## src/sv/siq_pkg.sv

```systemverilog
// Shared types and constants for the sorted insertion queue.
// No dependencies; every other file of the block imports this package.
package siq_pkg;

    // Default configuration
    localparam int SIQ_DEPTH     = 16;
    localparam int SIQ_TIME_BITS = 16;

    // Fixed field widths of the request and response channels
    localparam int FIELD_W = 16;
    localparam int OCC_W   = 5;

    // Operation codes
    typedef enum logic {
        FUNC_INSERT = 1'b0,
        FUNC_POP    = 1'b1
    } t_func;

    // Completion codes
    typedef enum logic [1:0] {
        ST_DONE  = 2'd0,
        ST_FULL  = 2'd1,
        ST_EMPTY = 2'd2
    } t_status;

    // Request payload
    typedef struct packed {
        logic               func;
        logic [FIELD_W-1:0] arrival_time;
        logic [FIELD_W-1:0] service_time;
    } t_req;

    // Response payload
    typedef struct packed {
        logic               popped_valid;
        logic [FIELD_W-1:0] popped_arrival;
        logic [FIELD_W-1:0] popped_service;
        logic [1:0]         status;
        logic [OCC_W-1:0]   occupancy;
    } t_rsp;

    // Broadcast control from the top level to every cell
    typedef struct packed {
        logic ins;
        logic pop;
    } t_cell_ctl;

endpackage

```

## src/sv/siq_req_if.sv

```systemverilog
// Request channel of the sorted insertion queue: valid/ready plus payload.
// Depends on siq_pkg.
interface siq_req_if
    import siq_pkg::*;
();
    logic valid;
    logic ready;
    t_req payload;

    modport source (output valid, output payload, input ready);
    modport sink   (input valid, input payload, output ready);
endinterface

```

## src/sv/siq_rsp_if.sv

```systemverilog
// Response channel of the sorted insertion queue: valid/ready plus payload.
// Depends on siq_pkg.
interface siq_rsp_if
    import siq_pkg::*;
();
    logic valid;
    logic ready;
    t_rsp payload;

    modport source (output valid, output payload, input ready);
    modport sink   (input valid, input payload, output ready);
endinterface

```

## src/sv/siq_cell.sv

```systemverilog
// One slot of the sorted chain: holds an entry and trades it with its neighbors.
// Depends on siq_pkg for the control struct.
module siq_cell
    import siq_pkg::*;
#(
    parameter int TIME_BITS = SIQ_TIME_BITS
) (
    input  logic                 i_clk,
    input  logic                 i_rst_n,
    input  t_cell_ctl            i_ctl,
    input  logic [TIME_BITS-1:0] i_new_key,
    input  logic [FIELD_W-1:0]   i_new_svc,
    input  logic                 i_left_valid,
    input  logic [TIME_BITS-1:0] i_left_key,
    input  logic [FIELD_W-1:0]   i_left_svc,
    input  logic                 i_left_take,
    input  logic                 i_right_valid,
    input  logic [TIME_BITS-1:0] i_right_key,
    input  logic [FIELD_W-1:0]   i_right_svc,
    output logic                 o_valid,
    output logic [TIME_BITS-1:0] o_key,
    output logic [FIELD_W-1:0]   o_svc,
    output logic                 o_take
);

    logic                 r_valid;
    logic [TIME_BITS-1:0] r_key;
    logic [FIELD_W-1:0]   r_svc;
    logic                 n_valid;
    logic [TIME_BITS-1:0] n_key;
    logic [FIELD_W-1:0]   n_svc;

    // This slot moves on an insert if it is empty or the new key sorts before it
    assign o_take = !r_valid || (i_new_key <= r_key);

    // Next slot contents
    always_comb begin
        n_valid = r_valid;
        n_key   = r_key;
        n_svc   = r_svc;
        if (i_ctl.ins && o_take) begin
            if (i_left_take) begin
                n_valid = i_left_valid;
                n_key   = i_left_key;
                n_svc   = i_left_svc;
            end else begin
                n_valid = 1'b1;
                n_key   = i_new_key;
                n_svc   = i_new_svc;
            end
        end else if (i_ctl.pop) begin
            n_valid = i_right_valid;
            n_key   = i_right_key;
            n_svc   = i_right_svc;
        end
    end

    // Valid flag is control state; entry data needs no reset
    always_ff @(posedge i_clk) begin
        if (!i_rst_n) begin
            r_valid <= 1'b0;
        end else begin
            r_valid <= n_valid;
        end
    end

    always_ff @(posedge i_clk) begin
        r_key <= n_key;
        r_svc <= n_svc;
    end

    assign o_valid = r_valid;
    assign o_key   = r_key;
    assign o_svc   = r_svc;

endmodule

```

## src/sv/sorted_insertion_queue.sv

```systemverilog
// Sorted insertion queue: usage notes
// Request channel i_req carries func (insert or pop), arrival_time and
// service_time; response channel o_rsp returns exactly one response per
// request with the popped entry, a status code and the occupancy after
// the operation.
// Entries sit in a row of DEPTH cells kept in ascending arrival-time order,
// head in cell 0. An insert is decided in every cell at once by comparing
// the new key with the cell's own and shifting the tail one cell right;
// a pop shifts every cell one place left. Among equal keys the newest
// entry goes first.
// The response is registered and appears in the cycle after the request
// is accepted. Throughput: one request per cycle while the receiver does
// not stall, set by the single compare-and-shift step of the cell row.
// A response waiting in the output register still lets a new request in
// when o_rsp.ready is high in the same cycle; while the receiver stalls
// with a response pending, i_req.ready stays low.
// Reset (i_rst_n low, synchronous) empties the queue and drops any
// pending response; no clearing pass is needed.
// Depends on siq_pkg, siq_req_if, siq_rsp_if and siq_cell.
module sorted_insertion_queue
    import siq_pkg::*;
#(
    parameter int DEPTH     = SIQ_DEPTH,
    parameter int TIME_BITS = SIQ_TIME_BITS
) (
    input  logic       i_clk,
    input  logic       i_rst_n,
    siq_req_if.sink    i_req,
    siq_rsp_if.source  o_rsp
);

    localparam int CNT_W = $clog2(DEPTH + 1);

    logic                 c_valid [DEPTH];
    logic [TIME_BITS-1:0] c_key   [DEPTH];
    logic [FIELD_W-1:0]   c_svc   [DEPTH];
    logic                 c_take  [DEPTH];

    logic [CNT_W-1:0]     r_count;
    logic [CNT_W-1:0]     n_count;
    logic                 r_rsp_valid;
    t_rsp                 r_rsp;
    t_rsp                 n_rsp;

    logic                 accept;
    logic                 is_pop;
    logic                 full;
    logic                 empty;
    t_cell_ctl            ctl;
    logic [TIME_BITS-1:0] new_key;

    // Handshake: one output register separates the two sides
    assign i_req.ready = !r_rsp_valid || o_rsp.ready;
    assign accept      = i_req.valid && i_req.ready;

    assign is_pop  = (i_req.payload.func == FUNC_POP);
    assign full    = (r_count == CNT_W'(DEPTH));
    assign empty   = (r_count == '0);
    assign new_key = TIME_BITS'(i_req.payload.arrival_time);

    assign ctl.ins = accept && !is_pop && !full;
    assign ctl.pop = accept && is_pop && !empty;

    // Row of cells
    for (genvar g = 0; g < DEPTH; g++) begin : g_cell
        logic                 left_valid;
        logic [TIME_BITS-1:0] left_key;
        logic [FIELD_W-1:0]   left_svc;
        logic                 left_take;
        logic                 right_valid;
        logic [TIME_BITS-1:0] right_key;
        logic [FIELD_W-1:0]   right_svc;

        if (g == 0) begin : g_head
            assign left_valid = 1'b0;
            assign left_key   = '0;
            assign left_svc   = '0;
            assign left_take  = 1'b0;
        end else begin : g_mid
            assign left_valid = c_valid[g-1];
            assign left_key   = c_key[g-1];
            assign left_svc   = c_svc[g-1];
            assign left_take  = c_take[g-1];
        end

        if (g == DEPTH - 1) begin : g_tail
            assign right_valid = 1'b0;
            assign right_key   = '0;
            assign right_svc   = '0;
        end else begin : g_body
            assign right_valid = c_valid[g+1];
            assign right_key   = c_key[g+1];
            assign right_svc   = c_svc[g+1];
        end

        siq_cell #(
            .TIME_BITS (TIME_BITS)
        ) u_cell (
            .i_clk         (i_clk),
            .i_rst_n       (i_rst_n),
            .i_ctl         (ctl),
            .i_new_key     (new_key),
            .i_new_svc     (i_req.payload.service_time),
            .i_left_valid  (left_valid),
            .i_left_key    (left_key),
            .i_left_svc    (left_svc),
            .i_left_take   (left_take),
            .i_right_valid (right_valid),
            .i_right_key   (right_key),
            .i_right_svc   (right_svc),
            .o_valid       (c_valid[g]),
            .o_key         (c_key[g]),
            .o_svc         (c_svc[g]),
            .o_take        (c_take[g])
        );
    end

    // Entry count
    always_comb begin
        n_count = r_count;
        if (ctl.ins) begin
            n_count = r_count + CNT_W'(1);
        end else if (ctl.pop) begin
            n_count = r_count - CNT_W'(1);
        end
    end

    // Response for the accepted request
    always_comb begin
        n_rsp                = '0;
        n_rsp.occupancy      = OCC_W'(n_count);
        n_rsp.status         = ST_DONE;
        if (is_pop) begin
            if (empty) begin
                n_rsp.status = ST_EMPTY;
            end else begin
                n_rsp.popped_valid   = 1'b1;
                n_rsp.popped_arrival = FIELD_W'(c_key[0]);
                n_rsp.popped_service = c_svc[0];
            end
        end else if (full) begin
            n_rsp.status = ST_FULL;
        end
    end

    // Control registers
    always_ff @(posedge i_clk) begin
        if (!i_rst_n) begin
            r_count     <= '0;
            r_rsp_valid <= 1'b0;
        end else begin
            r_count <= n_count;
            if (accept) begin
                r_rsp_valid <= 1'b1;
            end else if (o_rsp.ready) begin
                r_rsp_valid <= 1'b0;
            end
        end
    end

    // Response payload register
    always_ff @(posedge i_clk) begin
        if (accept) begin
            r_rsp <= n_rsp;
        end
    end

    assign o_rsp.valid   = r_rsp_valid;
    assign o_rsp.payload = r_rsp;

endmodule

```

## src/flat_wrapper.sv

```systemverilog
// flat-port wrapper written by rule: the top's interface ports become plain ports
module sorted_insertion_queue_flat import siq_pkg::*;
#(
    parameter int DEPTH     = SIQ_DEPTH,
    parameter int TIME_BITS = SIQ_TIME_BITS
)
  (i_clk, i_rst_n, i_req_valid, i_req_payload, i_req_ready, o_rsp_valid, o_rsp_payload, o_rsp_ready);
  siq_req_if i_req_i ();
  siq_rsp_if o_rsp_i ();
  input  logic i_clk;
  input  logic i_rst_n;
  input wire logic [$bits(i_req_i.valid)-1:0] i_req_valid;
  input wire logic [$bits(i_req_i.payload)-1:0] i_req_payload;
  output wire logic [$bits(i_req_i.ready)-1:0] i_req_ready;
  output wire logic [$bits(o_rsp_i.valid)-1:0] o_rsp_valid;
  output wire logic [$bits(o_rsp_i.payload)-1:0] o_rsp_payload;
  input wire logic [$bits(o_rsp_i.ready)-1:0] o_rsp_ready;
  assign i_req_i.valid = i_req_valid;
  assign i_req_i.payload = i_req_payload;
  assign i_req_ready = i_req_i.ready;
  assign o_rsp_valid = o_rsp_i.valid;
  assign o_rsp_payload = o_rsp_i.payload;
  assign o_rsp_i.ready = o_rsp_ready;
  sorted_insertion_queue #(.DEPTH(DEPTH), .TIME_BITS(TIME_BITS)) u_core (.i_clk(i_clk), .i_rst_n(i_rst_n), .i_req(i_req_i), .o_rsp(o_rsp_i));
endmodule
```

## config.mk

```make
export PLATFORM = sky130hd
export DESIGN_NAME = sorted_insertion_queue_flat
export DESIGN_NICKNAME = d
export VERILOG_FILES = /design/src/sv/siq_pkg.sv /design/src/sv/siq_req_if.sv /design/src/sv/siq_rsp_if.sv /design/src/sv/siq_cell.sv /design/src/sv/sorted_insertion_queue.sv /design/src/flat_wrapper.sv
export SDC_FILE = /design/constraint.sdc
export NUM_CORES = 2
export LEC_CHECK = 0
export BUFFER_PORTS_ARGS = -buffer_cell sky130_fd_sc_hd__buf_4
export CAP_MARGIN = 40
export CORE_ASPECT_RATIO = 0.7
export CORE_UTILIZATION = 58
export CTS_CLUSTER_DIAMETER = 200
export DETAILED_ROUTE_END_ITERATION = 7
export PLACE_DENSITY = 0.87
export SYNTH_ARGS = -nofsm -noshare
export SYNTH_HDL_FRONTEND = slang
export SYNTH_SLANG_ARGS = --single-unit
```

## constraint.sdc

```tcl
create_clock -name i_clk -period 4.3 [get_ports i_clk]
set_clock_uncertainty 0.2 [all_clocks]
set_input_delay 0 -clock i_clk [delete_from_list [all_inputs] [get_ports i_clk]]
set_output_delay 0 -clock i_clk [all_outputs]
set_load 0.02 [all_outputs]
```

* After elaboration in Yosys (flattened, before gate mapping)
Cells that the tools add are included.
Storage, ports and cells: logic and storage cells 300, bits in registers 574, output and inout bits 42, bits of input ports 37
Cells by class: reduce and logical (&&, ||, !) cells 77, multiplexer cells 148, add/subtract/negate cells 2, equal/unequal tests 1, bitwise gates (word level) 1, order comparisons 16
Operator list (count):
- 16-bit 2-to-1 mux | 93
- 16-bit less-or-equal comparator | 16
- 1-bit 2-to-1 mux | 50
- 2-bit nonzero test | 17
- 33-bit 2-to-1 mux | 1
- 1-bit logical AND | 21
- 1-bit logical NOT | 20
- 1-bit logical OR | 17
- 5-bit 2-to-1 mux | 2
- 5-bit by 1-bit adder with 5-bit output (second input constant) | 1
- 5-bit == test (second input constant) | 1
- 5-bit logical NOT | 1
- 5-bit by 1-bit subtractor with 5-bit output (second input constant) | 1
- 2-bit 2-to-1 mux | 2
- 2-bit OR reduction | 1
- 1-bit NOT | 1

* Depth between registers and ports, before layout
word-level depth 7, gate-level depth with buffers 11, mapped depth without buffers 9

* Cells and area by module
From an unflattened synthesis, not the netlist that was laid out.
Unflattened totals: cells, all modules 2862, area, all modules 39823.2 sq um
Modules (own cells, without submodules):
- siq_cell (u_core.g_cell[0].u_cell ...) | cells an instance 171, area each 2369.8 sq um, seq. area each 980.9 sq um, instances 12
- siq_cell (u_core.g_cell[6].u_cell ...) | cells an instance 167, area each 2346.0 sq um, seq. area each 980.9 sq um, instances 4
- sorted_insertion_queue | cells an instance 142, area each 2001.9 sq um, seq. area each 1321.3 sq um, instances 1

* Worst setup path before layout
OpenSTA, ideal clock, no wires.
path type register to register, start register u_core.g_cell[14].u_cell.r_key[7], end register u_core.g_cell[14].u_cell.r_key[0] (enable), arrival 4.031 ns, setup time 0.466 ns, cell stages (with the launch flop) 10, period minus slack after synthesis 4.697 ns, path slack -0.397 ns, cells stage by stage edfxtp_1 -> inv_1 -> ha_1 -> a21oi_1 -> o21a_1 -> o221ai_1 -> a211oi_1 -> nor2_1 -> clkbuf_1 -> o21ai_0
Between the ends: longest elaborated chain between the ends 4
Ends and longest elaborated chain:
- from (decl) | RTL line siq_cell.sv:27 | logic [TIME_BITS-1:0] r_key;
- from (signal assigned) | RTL line siq_cell.sv:68 | r_key <= n_key;
- 16-bit less-or-equal comparator | RTL line siq_cell.sv:34 | assign o_take = !r_valid || (i_new_key <= r_key);
- 1-bit logical OR | RTL line siq_cell.sv:34
- 1-bit logical AND | RTL line siq_cell.sv:41 | if (i_ctl.ins && o_take) begin
- 2-bit nonzero test (no line)
Every way passes these cells. A chain may end at the register's enable or synchronous reset.

* Final worst setup path
start input port i_req_payload[16], end register u_core.g_cell[14].u_cell.r_svc[11] (enable)
Between the ends: longest elaborated chain between the ends 4
Ends and longest elaborated chain:
- from (decl) | RTL line flat_wrapper.sv:13 | input wire logic [$bits(i_req_i.payload)-1:0] i_req_payload;
- 16-bit less-or-equal comparator | RTL line siq_cell.sv:34
- 1-bit logical OR | RTL line siq_cell.sv:34
- 1-bit logical AND | RTL line siq_cell.sv:41
- 2-bit nonzero test (no line)
- to (signal assigned) | RTL line siq_cell.sv:69 | r_svc <= n_svc;
- to (decl) | RTL line siq_cell.sv:28 | logic [FIELD_W-1:0] r_svc;
Every way passes these cells.

==> metrics <==
number of fillers in the final layout 4228; pre-CTS setup slack 0.778 ns; min cycle time layout 3.54 ns; DP Cell Count 4064; initial antenna violation count 1; final worst setup slack 0.760 ns; Worst Path Buf+Inv 4; HPWL Detailed 60.9 mm; # Post-CTS Setup Buffers 0; clk root buf clkbuf_16; Layout Nets 3654; syn nets 3607; Post-Route Utilization 65.4%; worst-path cell chain dlygate4sd3_1, buf_4, inv_1, ha_1, nor2b_1, o211ai_1, a2111oi_0, a211oi_1, nor2_2, o21ai_4, buf_4; ys async rst share 0%; CP max FO 24; largest net degree at the start of global routing 67; number of diodes 0; Power Dens Cells 395 nW/um^2; Post-Layout Cell Count 4201; DRT Wirelength 86.1 mm; Area after DPL 36100 um^2; Hold/Removal Path Class input pin to flip-flop; Post-Synth Adder-Cell Area 9.33%; via/cell ratio 6.17; largest family of logic cells by synthesized area multiplexers; PostCTS Resize Cnt 0; Met3 Wirelength 8.65 mm; total global routing overflow 0; sequential share of the synthesized area 49.2%; Clock Tree Buf Depth 3; starting density of the core 59.0%; Syn. warnings 0; mux contribution to synthesized area 14.0%; RePlAce Congestion 0.889; DR iter-0 viols 3410; Peak VDD IR 0.313 mV; total CTS buffers 53; final instance area 38300 um^2; final worst-path cycle share 82.3%; Die X 294 um; Setup CP Type input pin to flip-flop; post-synthesis cell area 34600 um^2; Req. time, crit path 4.40 ns; TNS Setup 0 ns; number of H-tree levels 2; Die ar. 60600 um^2; Sinks on Clock Net 574; Antenna Nets Post-Route 0; startpoint types input pin; hold_buf cts 37; most frequent CP cell buf_4; Total GRT Usage 28.1%; EDFF count, synth 552; synthesized area per cell 10.4 um^2; Worst setup EP type flip-flop; Crit path max-delay family buffers and inverters; clk_lat worst skew 0.60 ns; RSZ-0062 raised after global routing no; Reg2Reg Setup Slack 0.78 ns; Synth cell types 56; dominant synthesized flop cell edfxtp_1; input/output buffers 78; CP max-delay cell o21ai_4; worst rel slew slack 40.1%; post-synthesis compound-gate area fraction 11.6%; vias in the first global route 24900; wire per inst 20.5 um; Synth Register Bits 574; chip height 206 um; Mapped Cells 3312; fin. max-slew vios 0; metal2 WL 37.2 mm; Worst Path Arrival 3.64 ns; first-pass GRT wire length 136 mm; Worst-path clk slew 0.07 ns; drt drc 0; Vias 25900; Max-Cap Viols 0; Max Freq 283 MHz; top sig layer met4; Post-Synth XOR/XNOR Area 0.101%; I/O pin count 79; outcome complete, no violations; Layout area overhead 10.7%; simple logic cell fraction of the synthesized area 10.3%; setup violators final 0; Final Hold Vio Count 0; TritonCTS clock tree built; CP peak stage delay 0.72 ns; leak pwr 0.0153 uW; Placeable Area 58600 um^2; layout cells sized above 1 8.70%; Rows 74; First-pass DRT Iterations 6; met1 wire length 38.6 mm; worst-margin pin slew 0.895 ns
-- cells in the final DEF (no fill, tap or decap), types with 10 or more instances in the layout --
cell type	count
mux2i_1	449
dfxtp_1	22
a21oi_1	200
o211ai_1	16
o21ai_1	15
a2111o_1	10
dlygate4sd3_1	37
o41ai_1	12
a311oi_1	10
inv_1	249
nand2_1	539
nor2_1	107
clkbuf_16	54
o21ai_0	400
mux2_2	29
nand4_1	59
clkinv_1	13
and2_1	39
nor2b_1	23
bufinv_16	10
buf_12	10
nand3_1	18
edfxtp_1	552
nor3_1	11
nand2b_2	10
buf_4	141
ha_1	258
-- worst register-to-register path, cell delays in order (launching register included) --
cell and delay, ns:
edfxtp_1 0.39, inv_1 0.06, ha_1 0.32, nand4_1 0.17, or4_1 0.59, a21oi_1 0.15, nor3b_1 0.12, o21ai_4 0.42
buf_4 0.40, mux2_2 0.42
-- report_power, final --
part / internal (uW) / switching [uW] / leakage (uW)
clock: 2920 / 2190 / 0.000891
combinational: 969 / 1660 / 0.00901
sequential: 6950 / 445 / 0.00543
-- per-stage QoR --
step	hold slack (ns)	power, uW
after floorplan	-0.0705	9060
after global placement	0.0703	9810
after detailed placement	0.0687	9990
after CTS	0.0878	15100
after global routing	0.0313	15700
final	0.0323	15100
-- sequential cells by signal, indices dropped and copies added (netlist names) --
| signal | count |
|---|---|
| u_core.g_cell.u_cell.o_key | 256 |
| u_core.g_cell.u_cell.o_svc | 256 |
| u_core.o_rsp.payload | 40 |
| u_core.g_cell.u_cell.o_valid | 16 |
| u_core.r_count | 5 |
| u_core.o_rsp.valid | 1 |
-- synthesized netlist by cell type (17+ instances only) --
cell,n,area (um^2)
edfxtp_1,552,16600
buf_2,97,485
o21ai_1,17,85.1
nor2b_1,23,144
dfxtp_1,22,440
nand2_1,541,2030
and2_1,39,244
clkbuf_1,81,304
o21ai_0,401,2010
mux2_2,29,327
nand4_1,59,369
mux2i_1,449,4490
inv_1,249,935
nand3_1,18,90.1
a21oi_1,201,1010
nor2_1,108,405
ha_1,258,3230
-- worst paths after layout --
path                                                        start                            endpoint  cells past startpoint
worst max register to register  u_core.g_cell[0].u_cell.o_key[15]    u_core.g_cell[0].u_cell.o_key[2]                      9
worst min register to register    u_core.g_cell[6].u_cell.o_valid     u_core.g_cell[6].u_cell.o_valid                      2
worst min-delay path                                  o_rsp_ready    u_core.g_cell[10].u_cell.o_valid                      6
worst max-delay path                            i_req_payload[16]  u_core.g_cell[14].u_cell.o_svc[11]                     11
-- per-layer routing --
metal / up-vias / GRT usage, %
met5: - / 0
met4: 0 / 6.57
met3: 141 / 4.23
met2: 1393 / 43.1
met1: 12400 / 41.8
li1: 12000 / -
-- logic make-up after synthesis --
group / Yosys count
flops: 574
fa+ha+maj: 258
mux: 480
buf+inv: 446
xor+xnor: 4
simple gates: 832
compound gates: 718
-- final cells by class --
class / count / area, um^2 / area share (%)
Sequential cell: 574 / 17000 / 44.4
Tap cell: 798 / 998 / 2.61
Clock buffer: 61 / 1390 / 3.62
Clock inverter: 38 / 459 / 1.20
Timing Repair Buffer: 189 / 1640 / 4.29
Multi-Input combinational cell: 2292 / 15900 / 41.4
Inverter: 249 / 935 / 2.44
Note: power is estimated with default switching activity, not from simulation.
